===== src/hw/rtl/stream_pattern_replace_unit_assert.svh =====
// Assertion macros used by the back end of the stream pattern replace unit
`ifndef STREAM_PATTERN_REPLACE_UNIT_ASSERT_SVH
`define STREAM_PATTERN_REPLACE_UNIT_ASSERT_SVH

// check a condition at every rising clock edge outside reset
`define SPR_ASSERT(lbl, prop) \
  lbl: assert property (@(posedge clk_i) disable iff (!rst_ni) (prop)) \
    else $error("stream pattern replace: check failed");

// check that a condition implies another in the same cycle
`define SPR_ASSERT_IMPL(lbl, ante, cons) \
  lbl: assert property (@(posedge clk_i) disable iff (!rst_ni) (ante) |-> (cons)) \
    else $error("stream pattern replace: implication failed");

`endif


===== src/hw/rtl/spr_pkg.sv =====
// Shared types and constants of the stream pattern replace unit
package spr_pkg;

  localparam int PATTERN_MAX = 8;
  localparam int REPLACE_MAX = 8;
  localparam int BYTE_W      = 8;
  localparam int LEN_W       = 4;
  localparam int PAT_W       = PATTERN_MAX * BYTE_W;
  localparam int REP_W       = REPLACE_MAX * BYTE_W;
  localparam int CFG_W       = 64;
  localparam int CFG_IDX_W   = 2;

  localparam logic [CFG_IDX_W-1:0] REG_PATTERN_BYTES     = 2'd0;
  localparam logic [CFG_IDX_W-1:0] REG_PATTERN_LENGTH    = 2'd1;
  localparam logic [CFG_IDX_W-1:0] REG_REPLACEMENT_BYTES = 2'd2;
  localparam logic [CFG_IDX_W-1:0] REG_REPLACEMENT_LENGTH = 2'd3;

  typedef struct packed {
    logic [BYTE_W-1:0] data_byte;
    logic              end_of_text;
  } in_item_t;

  typedef struct packed {
    logic [BYTE_W-1:0] out_byte;
    logic              byte_present;
    logic              last_of_text;
  } out_item_t;

  typedef struct packed {
    logic [PAT_W-1:0] pat_bytes;
    logic [LEN_W-1:0] pat_len;
    logic [REP_W-1:0] rep_bytes;
    logic [LEN_W-1:0] rep_len;
  } spr_cfg_t;

endpackage


===== src/hw/rtl/spr_front.sv =====
// Front end: accepts text items into a two-entry queue for the scan engine
module spr_front (
  input  logic              clk_i,
  input  logic              rst_ni,
  input  logic              push_i,
  input  spr_pkg::in_item_t item_i,
  output logic              full_o,
  output logic              head_valid_o,
  output spr_pkg::in_item_t head_o,
  input  logic              pop_i
);
  import spr_pkg::*;

  in_item_t   mem_q [2];
  logic       wr_ptr_q, wr_ptr_d;
  logic       rd_ptr_q, rd_ptr_d;
  logic [1:0] count_q, count_d;
  logic       do_push, do_pop;

  assign full_o       = (count_q == 2'd2);
  assign head_valid_o = (count_q != 2'd0);
  assign head_o       = mem_q[rd_ptr_q];
  assign do_push      = push_i && !full_o;
  assign do_pop       = pop_i && head_valid_o;

  always_comb begin
    wr_ptr_d = do_push ? ~wr_ptr_q : wr_ptr_q;
    rd_ptr_d = do_pop ? ~rd_ptr_q : rd_ptr_q;
    count_d  = count_q + 2'(do_push) - 2'(do_pop);
  end

  always_ff @(posedge clk_i or negedge rst_ni) begin
    if (!rst_ni) begin
      wr_ptr_q <= 1'b0;
      rd_ptr_q <= 1'b0;
      count_q  <= 2'd0;
    end else begin
      wr_ptr_q <= wr_ptr_d;
      rd_ptr_q <= rd_ptr_d;
      count_q  <= count_d;
    end
  end

  always_ff @(posedge clk_i) begin
    if (do_push) begin
      mem_q[wr_ptr_q] <= item_i;
    end
  end

endmodule


===== src/hw/rtl/spr_back.sv =====
// Back end: scan engine that matches held bytes and emits result items
`include "stream_pattern_replace_unit_assert.svh"

module spr_back (
  input  logic               clk_i,
  input  logic               rst_ni,
  input  spr_pkg::spr_cfg_t  cfg_i,
  input  logic               held_clr_i,
  input  logic               item_valid_i,
  input  spr_pkg::in_item_t  item_i,
  output logic               item_pop_o,
  output logic               out_valid_o,
  output spr_pkg::out_item_t out_item_o,
  input  logic               out_pop_i
);
  import spr_pkg::*;

  typedef enum logic [2:0] {
    ST_IDLE = 3'b001,
    ST_SCAN = 3'b010,
    ST_REPL = 3'b100
  } spr_state_e;

  spr_state_e        state_q, state_d;
  logic [LEN_W-1:0]  n_q, n_d;
  logic [PAT_W-1:0]  work_q, work_d;
  logic              end_q, end_d;
  logic [2:0]        k_q, k_d;
  logic              hold_v_q, hold_v_d;
  logic [BYTE_W-1:0] hold_byte_q, hold_byte_d;
  logic              out_v_q, out_v_d;
  out_item_t         out_q, out_d;

  logic [PATTERN_MAX-1:0] eq, mask_p, mask_n;
  logic                   full_match, part_match;
  logic                   can_push, emit_ok, fin_ok;
  logic                   do_emit;
  logic [BYTE_W-1:0]      emit_byte;
  logic [PAT_W-1:0]       work_shift_p;
  logic [LEN_W-1:0]       n_minus_p;
  logic                   repl_last;

  always_comb begin
    for (int k = 0; k < PATTERN_MAX; k++) begin
      eq[k]     = (work_q[k*BYTE_W +: BYTE_W] == cfg_i.pat_bytes[k*BYTE_W +: BYTE_W]);
      mask_p[k] = (LEN_W'(k) < cfg_i.pat_len);
      mask_n[k] = (LEN_W'(k) < n_q);
    end
  end

  assign full_match   = (cfg_i.pat_len != '0) && (n_q >= cfg_i.pat_len) && (&(eq | ~mask_p));
  assign part_match   = !end_q && (cfg_i.pat_len != '0) && (n_q < cfg_i.pat_len)
                        && (&(eq | ~mask_n));
  assign can_push     = !out_v_q || out_pop_i;
  assign emit_ok      = !hold_v_q || can_push;
  assign fin_ok       = end_q ? can_push : emit_ok;
  assign work_shift_p = work_q >> {cfg_i.pat_len, 3'b000};
  assign n_minus_p    = n_q - cfg_i.pat_len;
  assign repl_last    = ({1'b0, k_q} + LEN_W'(1)) == cfg_i.rep_len;

  always_comb begin
    state_d     = state_q;
    n_d         = n_q;
    work_d      = work_q;
    end_d       = end_q;
    k_d         = k_q;
    hold_v_d    = hold_v_q;
    hold_byte_d = hold_byte_q;
    out_v_d     = out_v_q && !out_pop_i;
    out_d       = out_q;
    item_pop_o  = 1'b0;
    do_emit     = 1'b0;
    emit_byte   = '0;

    unique case (state_q)
      ST_IDLE: begin
        if (item_valid_i) begin
          item_pop_o = 1'b1;
          work_d[n_q[2:0]*BYTE_W +: BYTE_W] = item_i.data_byte;
          n_d     = n_q + LEN_W'(1);
          end_d   = item_i.end_of_text;
          state_d = ST_SCAN;
        end
      end
      ST_SCAN: begin
        priority if (n_q == '0 || part_match) begin
          if (fin_ok) begin
            if (end_q || hold_v_q) begin
              out_v_d = 1'b1;
              out_d   = '{out_byte: hold_v_q ? hold_byte_q : '0,
                          byte_present: hold_v_q,
                          last_of_text: end_q};
            end
            hold_v_d = 1'b0;
            state_d  = ST_IDLE;
          end
        end else if (full_match) begin
          if (cfg_i.rep_len == '0) begin
            work_d = work_shift_p;
            n_d    = n_minus_p;
          end else if (emit_ok) begin
            do_emit   = 1'b1;
            emit_byte = cfg_i.rep_bytes[BYTE_W-1:0];
            if (cfg_i.rep_len == LEN_W'(1)) begin
              work_d = work_shift_p;
              n_d    = n_minus_p;
            end else begin
              k_d     = 3'd1;
              state_d = ST_REPL;
            end
          end
        end else begin
          if (emit_ok) begin
            do_emit   = 1'b1;
            emit_byte = work_q[BYTE_W-1:0];
            work_d    = work_q >> BYTE_W;
            n_d       = n_q - LEN_W'(1);
          end
        end
      end
      ST_REPL: begin
        if (emit_ok) begin
          do_emit   = 1'b1;
          emit_byte = cfg_i.rep_bytes[k_q*BYTE_W +: BYTE_W];
          if (repl_last) begin
            work_d  = work_shift_p;
            n_d     = n_minus_p;
            state_d = ST_SCAN;
          end else begin
            k_d = k_q + 3'd1;
          end
        end
      end
      default: begin
        state_d = ST_IDLE;
      end
    endcase

    if (do_emit) begin
      if (hold_v_q) begin
        out_v_d = 1'b1;
        out_d   = '{out_byte: hold_byte_q, byte_present: 1'b1, last_of_text: 1'b0};
      end
      hold_byte_d = emit_byte;
      hold_v_d    = 1'b1;
    end

    if (held_clr_i) begin
      n_d = '0;
    end
  end

  assign out_valid_o = out_v_q;
  assign out_item_o  = out_q;

  always_ff @(posedge clk_i or negedge rst_ni) begin
    if (!rst_ni) begin
      state_q  <= ST_IDLE;
      n_q      <= '0;
      hold_v_q <= 1'b0;
      out_v_q  <= 1'b0;
    end else begin
      state_q  <= state_d;
      n_q      <= n_d;
      hold_v_q <= hold_v_d;
      out_v_q  <= out_v_d;
    end
  end

  always_ff @(posedge clk_i) begin
    work_q      <= work_d;
    end_q       <= end_d;
    k_q         <= k_d;
    hold_byte_q <= hold_byte_d;
    out_q       <= out_d;
  end

  `SPR_ASSERT(a_held_bound, n_q <= LEN_W'(PATTERN_MAX))
  `SPR_ASSERT_IMPL(a_idle_room, state_q == ST_IDLE, n_q < LEN_W'(PATTERN_MAX))
  `SPR_ASSERT_IMPL(a_hold_flushed, hold_v_q, state_q != ST_IDLE)
  `SPR_ASSERT_IMPL(a_repl_from_scan, state_q == ST_REPL, $past(state_q) != ST_IDLE)

endmodule


===== src/hw/rtl/stream_pattern_replace_unit.sv =====
// Top level of the stream pattern replace unit: configuration registers and block wiring
//
// Streams text one byte per item and replaces every leftmost non-overlapping
// occurrence of the configured pattern (up to 8 bytes) by the configured
// replacement (0 to 8 bytes); a pattern length of 0 passes text through.
// Bytes that may still start a match are held until decided, and the end mark
// of a text flushes them; the final result carries last_of_text, and a text
// whose tail was deleted ends with one result that has no byte. Items enter a
// two-entry queue; a single scan engine takes one item at a time: it loads the
// item, emits bytes one by one, drops each match whose replacement is empty,
// and closes the item; it stalls while results are not popped.
// Writing pattern_length drops held bytes. Write configuration only while idle.
module stream_pattern_replace_unit (
  input  logic                                 clk_i,
  input  logic                                 rst_ni,
  input  logic                                 push,
  input  spr_pkg::in_item_t                    in_item_i,
  output logic                                 full,
  output logic                                 empty,
  output spr_pkg::out_item_t                   out_item_o,
  input  logic                                 pop,
  input  logic                                 cfg_we_i,
  input  logic [spr_pkg::CFG_IDX_W-1:0]        cfg_idx_i,
  input  logic [spr_pkg::CFG_W-1:0]            cfg_wdata_i
);
  import spr_pkg::*;

  logic [PAT_W-1:0] pat_bytes_q;
  logic [LEN_W-1:0] pat_len_q;
  logic [REP_W-1:0] rep_bytes_q;
  logic [LEN_W-1:0] rep_len_q;
  logic             held_clr;
  spr_cfg_t         cfg;
  logic             head_valid;
  in_item_t         head;
  logic             head_pop;
  logic             out_valid;

  assign held_clr = cfg_we_i && (cfg_idx_i == REG_PATTERN_LENGTH);

  always_ff @(posedge clk_i or negedge rst_ni) begin
    if (!rst_ni) begin
      pat_bytes_q <= '0;
      pat_len_q   <= '0;
      rep_bytes_q <= '0;
      rep_len_q   <= '0;
    end else if (cfg_we_i) begin
      unique case (cfg_idx_i)
        REG_PATTERN_BYTES:      pat_bytes_q <= cfg_wdata_i[PAT_W-1:0];
        REG_PATTERN_LENGTH:     pat_len_q   <= cfg_wdata_i[LEN_W-1:0];
        REG_REPLACEMENT_BYTES:  rep_bytes_q <= cfg_wdata_i[REP_W-1:0];
        REG_REPLACEMENT_LENGTH: rep_len_q   <= cfg_wdata_i[LEN_W-1:0];
        default: begin
        end
      endcase
    end
  end

  always_comb begin
    cfg.pat_bytes = pat_bytes_q;
    cfg.pat_len   = (pat_len_q > LEN_W'(PATTERN_MAX)) ? LEN_W'(PATTERN_MAX) : pat_len_q;
    cfg.rep_bytes = rep_bytes_q;
    cfg.rep_len   = (rep_len_q > LEN_W'(REPLACE_MAX)) ? LEN_W'(REPLACE_MAX) : rep_len_q;
  end

  spr_front u_front (
    .clk_i        (clk_i),
    .rst_ni       (rst_ni),
    .push_i       (push),
    .item_i       (in_item_i),
    .full_o       (full),
    .head_valid_o (head_valid),
    .head_o       (head),
    .pop_i        (head_pop)
  );

  spr_back u_back (
    .clk_i        (clk_i),
    .rst_ni       (rst_ni),
    .cfg_i        (cfg),
    .held_clr_i   (held_clr),
    .item_valid_i (head_valid),
    .item_i       (head),
    .item_pop_o   (head_pop),
    .out_valid_o  (out_valid),
    .out_item_o   (out_item_o),
    .out_pop_i    (pop)
  );

  assign empty = !out_valid;

endmodule

===== config.mk =====
export PLATFORM = sky130hd
export DESIGN_NAME = stream_pattern_replace_unit
export DESIGN_NICKNAME = d
export VERILOG_FILES = /design/src/hw/rtl/spr_pkg.sv /design/src/hw/rtl/spr_front.sv /design/src/hw/rtl/spr_back.sv /design/src/hw/rtl/stream_pattern_replace_unit.sv
export VERILOG_INCLUDE_DIRS = /design/src /design/src/hw/rtl
export SDC_FILE = /design/constraint.sdc
export NUM_CORES = 1
export LEC_CHECK = 0
export BUFFER_PORTS_ARGS = -buffer_cell sky130_fd_sc_hd__buf_4
export CORE_ASPECT_RATIO = 0.8
export CORE_MARGIN = 2
export CORE_UTILIZATION = 60
export DETAILED_ROUTE_END_ITERATION = 7
export PLACE_DENSITY = 0.9
export SYNTH_ARGS = -nofsm -noshare
export SYNTH_HDL_FRONTEND = slang
export SYNTH_SLANG_ARGS = --single-unit

===== constraint.sdc =====
create_clock -name clk_i -period 4.5 [get_ports clk_i]
set_input_delay 0.675 -clock clk_i [delete_from_list [all_inputs] [get_ports clk_i]]
set_output_delay 0.675 -clock clk_i [all_outputs]
set_load 0.005 [all_outputs]

==> results.toml, run 1 <==
[yosys]
ys_seq_elements = 253
syn_inst = 1168
synth_top_area_share_pct = 26.65
yosys.area.top_type = "dfrtp_1"
synth.distinct_cells = 78
ys_seq_area_share_pct = 48.60
synthTopCellsByArea = "dfrtp_1 27%, edfxtp_1 20%, mux2_2 12%"
synth_edf_count = 94
synth-async-reset-ratio_pct = 58.89
syn_area_per_cell_um2 = 11.90
synth_area_um2 = 13890
syn_nets = 1260
synth_ff_type = "dfrtp_1"
yosys_warnings = 0

[clock_tree]
path_clk_slew_ps = 60
cts_resized = 0
cts_tree = "yes"
cts.sinks = 253
clock_latency_ps = 540
htreeDepth = 1
ctsHoldBuffers = 0
cts_buffers = 25
clockBufferDepth = 3
cts_setup_buffers = 0
clock_tree.root_cell = "clkbuf_16"

[outcome]
run_status = "complete, no violations"

[timing]
fin_tns_setup_ps = 0
max-slew-margin-rel_pct = 29.91
max_freq_mhz = 245.7
drv_slew = 0
setup_viol = 0
fin_crit_ps = 4070
hold_viol = 0
worst_pin_slew_ps = 1040
finalClockSkew_ps = 19.69
rsz0062_at_grt = "no"
period_share_pct = 90.45

[layout]
finalNonFillerCells = 1578
final_common_cell = "dfrtp_1"
final_cell_area_um2 = 15740
final_cell_mix = "148 x dfrtp_1, 143 x mux2_2, 119 x buf_4, 102 x nand2_1, 94 x edfxtp_1"
num-nets-final = 1346
fin_util_pct = 69.58
drive_above_1_share_pct = 28.22
area_delta_synth_final_pct = 13.29
fillCellCount = 1572
diodes = 0

[global_route]
grt_overflow = 0
grt_max_degree = 91
grt_pass1_wl_um = 65380
grt_antenna_before_repair = 0
first_global_vias = 10730
gr-usage-all-layers_pct = 35.36

[routing]
route.met3.wl_um = 4503
routed-wl-met2_um = 19730
drc = 0
routed_wl_um = 42620
vias = 10770
wl_per_cell_um = 27.01
vias_per_cell = 6.824
postRouteAntennaNets = 0
highest_layer = "met4"
drtIter0Drc = 1590
wl_met1_um = 16770
first_pass_iters = 7

[power_and_ir_drop]
comb_power_share_pct = 38.4
p_sw_share_pct = 39.74
p_sw_mw = 3.919
max-vdd-ir-drop_mv = 0.3422
power_frac_seq_pct = 40.7
internal-power_mw = 5.944
clkPwrFrac_pct = 20.9
leakage_nw = 6.340
powerDensity_nw_per_um2 = 626.6

[setup_path]
crit_arrival_ps = 4220
path_class = "reg2reg"
reg2regPathDepth = 11
cp-start-kind = "flip-flop"
crit_path_end_kind = "flip-flop"
ff2ff_setup_slack_ps = 430
cp.required_ps = 4650
r2r-start = "pat_len_q[1]$_DFFE_PN0P_"
crit_fanout = 13
critPathLaunch = "pat_len_q[1]$_DFFE_PN0P_"

[placed_design]
place_area_um2 = 14950
dp.cells = 1533
dpl.hpwl_um = 31410
port_buffers = 91
place_congestion = 1.011

[floorplanning]
core_area_um2 = 22620
initial_core_util_pct = 61.42
fp.dieArea_um2 = 24400
die_w_um = 174.1
rows = 49
die_h_um = 140.1
floorplan.io_pins = 92

[min_path]
hold_path_class = "in2async"

[run]
max-cap-violations = 0
[metal layers]
metal | vias up | GRT usage (%)
li1 | 4609 | -
met1 | 5341 | 49.24
met2 | 687 | 57.50
met3 | 131 | 6.162
met4 | 0 | 10.70
met5 | - | 0
[layout make-up]
cell class	count	area, um^2	area share, %
clock inverter	6	36.28	0.2305
timing repair buffer	120	904.6	5.747
sequential	253	6753	42.90
clock buffer	39	753.2	4.785
multi-input combinational	820	6784	43.10
tap	306	382.9	2.432
inverter	34	127.6	0.8107
[Yosys cell counts, types with 9 or more instances]
library cell  instances
a221o_1              21
nor2_1               50
o32ai_1               9
xor2_1               60
mux2i_1              67
clkbuf_1             43
dfrtp_1             148
o21ai_1              15
a31oi_1              10
and3_1               11
nand3_1              20
dfxtp_1              10
o22ai_1               9
a22oi_1              28
o21ai_0              31
a21oi_1              40
ha_1                 11
o221ai_1             11
mux4_2               32
xnor2_1              15
nor4_1               15
nand2_1             102
inv_1                32
edfxtp_1             94
mux2_2              143
nor3_1               14
[worst max-delay path: stages (launching register included)]
cell     delay (ps)
dfrtp_1         650
inv_1           190
nor2_4          140
inv_1           200
fa_1            500
a21oi_1         140
o21ai_0         150
and3_1          230
a31o_2          260
a31oi_2         370
nand2_2         100
a21oi_1         780
[cells by family after synthesis]
logic type | after synthesis | synth area share (%)
AO/OA/AOI/OAI | 237 | 12.46
XOR/XNOR | 75 | 4.728
flip-flops | 253 | 48.60
adder cells (fa/ha/maj) | 12 | 1.135
AND/OR/NAND/NOR | 254 | 8.753
buffers and inverters | 95 | 2.720
multiplexers | 242 | 21.60
[worst min path at each step]
stage / start / end / slack, ps
3_5_place_dp: u_back.out_item_o[8]$_DFF_P_ / u_back.out_item_o[8]$_DFF_P_ / 470
4_1_cts: rst_ni / pat_bytes_q[4]$_DFFE_PN0P_ / 260
5_1_grt: rst_ni / pat_bytes_q[0]$_DFFE_PN0P_ / 280
2_1_floorplan: rst_ni / pat_bytes_q[0]$_DFFE_PN0P_ / 380
6_report: rst_ni / pat_bytes_q[4]$_DFFE_PN0P_ / 200
3_3_place_gp: u_back.out_item_o[8]$_DFF_P_ / u_back.out_item_o[8]$_DFF_P_ / 460
[power by group through the flow]
stage / clock, mW / combinational [mW] / sequential [mW]
2_1_floorplan: 0 / 2.66 / 3.58
3_3_place_gp: 0 / 3.58 / 3.97
3_5_place_dp: 0 / 3.68 / 4.00
4_1_cts: 2.07 / 3.70 / 3.97
5_1_grt: 2.16 / 4.06 / 4.05
6_report: 2.06 / 3.79 / 4.01
[stage by stage]
step                hold slack [ps]  power (mW)  worst slack, ps
floorplan                     379.4       6.243            399.8
global placement              465.0       7.556            698.8
detailed placement            467.9       7.679            502.5
CTS                           259.1       9.736            474.7
global route                  282.6       10.27            245.2
finish                        197.7       9.863            429.9
Power figures use the tool's default switching activity.
==> run 2: changes to the inputs <==
Settings changed: CORE_ASPECT_RATIO 0.8 to not set.
==> run 2 against run 1 <==
  * Global-route usage increased by 1.1 points
  * Highest routed layer is now met5
  * Worst setup slack improved by 230 ps
  * Largest power group unchanged
  * Sequential power about the same
  * Non-clock buffer count increased by 2
==> results.toml, run 2 (synthesized netlist as in run 1, its figures left out) <==
[clock_tree]
cts.sinks = 253
cts_buffers = 27
ctsHoldBuffers = 0
path_clk_slew_ps = 60
clockBufferDepth = 3
htreeDepth = 1
cts_resized = 0
cts_setup_buffers = 0
clock_latency_ps = 560
clock_tree.root_cell = "clkbuf_16"
cts_tree = "yes"

[routing]
postRouteAntennaNets = 0
vias = 10730
wl_per_cell_um = 28.26
first_pass_iters = 8
drtIter0Drc = 1257
routed_wl_um = 44170
drc = 0
vias_per_cell = 6.867

[setup_path]
ff2ff_setup_slack_ps = 660
crit_arrival_ps = 4020
crit_fanout = 13
cp_common_cell = "inv_1"
crit_path_end_kind = "flip-flop"
max_stage_delay_ps = 630
cp-start-kind = "flip-flop"
reg2regPathDepth = 11
slowest_stage = "dfrtp_1"
crit_path_cell_trace = "inv_1 > nor2_4 > inv_1 > fa_1 > a21oi_1 > o21ai_0 > and3_1 > a31o_2 > a31oi_2 > nand2_2 > nor2_1"
critPathLaunch = "pat_len_q[1]$_DFFE_PN0P_"
worst_path_dominant_cell_family = "simple AND/OR/NAND/NOR gates"
path_class = "reg2reg"
r2r-start = "pat_len_q[1]$_DFFE_PN0P_"
cp.required_ps = 4690
crit_buf_inv = 2

[timing]
setup_viol = 0
drv_slew = 0
max-slew-margin-rel_pct = 7.633
rsz0062_at_grt = "no"
fin_ws_ps = 662.6
worst_pin_slew_ps = 1347
fin_crit_ps = 3837
fin_tns_setup_ps = 0
period_share_pct = 85.28
finalClockSkew_ps = 22.31
hold_viol = 0
max_freq_mhz = 260.6

[power_and_ir_drop]
powerDensity_nw_per_um2 = 649.8
max-vdd-ir-drop_mv = 0.3778
leakage_nw = 6.447
finalPower_mw = 10.34

[floorplanning]
core_area_um2 = 22710
floorplan.io_pins = 92
die_h_um = 156.2
die_w_um = 156.2
initial_core_util_pct = 61.18
rows = 55
fp.dieArea_um2 = 24390

[global_route]
grt_max_degree = 94
grt_antenna_before_repair = 1
grt_pass1_wl_um = 65450
gr-usage-all-layers_pct = 36.43
first_global_vias = 10630
grt_overflow = 0

[layout]
drive_above_1_share_pct = 29.11
diodes = 0
num-nets-final = 1350
area_delta_synth_final_pct = 14.50
fin_util_pct = 70.06
final_cell_mix = "148 x dfrtp_1, 143 x mux2_2, 121 x buf_4, 102 x nand2_1, 94 x edfxtp_1"
final_cell_area_um2 = 15910
final_common_cell = "dfrtp_1"

[outcome]
run_status = "complete, no violations"

[run]
max-cap-violations = 0

[min_path]
hold_path_class = "in2async"

[placed_design]
place_area_um2 = 14940
dpl.hpwl_um = 32370
place_congestion = 1.079
port_buffers = 91
dp_slack_ps = 732.0
## run 2: cell count changes in the layout (fill, tap and decap cells not counted)
cell,change
clkbuf_1,-6
clkbuf_16,+6
clkinv_2,+4
buf_4,+2
bufinv_16,+1
clkbuf_8,+1
clkinv_1,-1
clkinv_4,-1
## run 2: stage by stage
| stage | hold slack, ps | cells |
|---|---|---|
| final | 203.2 | 1563 |
| after global routing | 277.0 | 1563 |
| after CTS | 248.9 | 1563 |
| after detailed placement | 465.8 | 1514 |
| after global placement | 463.0 | 1514 |
| after floorplan | 379.4 | 1168 |
## run 2: layer usage
layer / vias to the layer above / part of all wire (%) / routed length (um) / global-route usage [%]
met3: 166 / 10 / 4569 / 8.361
met5: - / 0.032 / 14 / 0
met4: 2 / 5.8 / 2546 / 16.38
li1: 4607 / - / - / -
met1: 5318 / 37 / 16220 / 45.78
met2: 640 / 47 / 20820 / 60.60
## run 2: worst max-delay path by stage
stage / to / slack, ps / depth (start not counted)
finish: flip-flop / 660 / 11
global route: flip-flop / 470 / 11
CTS: flip-flop / 730 / 11
detailed placement: flip-flop / 730 / 11
global placement: flip-flop / 870 / 11
floorplan: flip-flop / 400 / 16
## run 2: power by group
part           leakage, nW  internal, mW  switching (mW)
Combinational         3.23          1.63            2.31
Sequential            2.73          3.17           0.848
Clock                0.489          1.43           0.949
## run 2: area by class of cell
| type | instances | area, um^2 |
|---|---|---|
| Fill cell | 1589 | 6800 |
| Multi-Input combinational cell | 820 | 6784 |
| Timing Repair Buffer | 122 | 919.6 |
| Clock inverter | 9 | 73.82 |
| Tap cell | 285 | 356.6 |
| Clock buffer | 40 | 894.6 |
| Sequential cell | 253 | 6753 |
| Inverter | 34 | 127.6 |
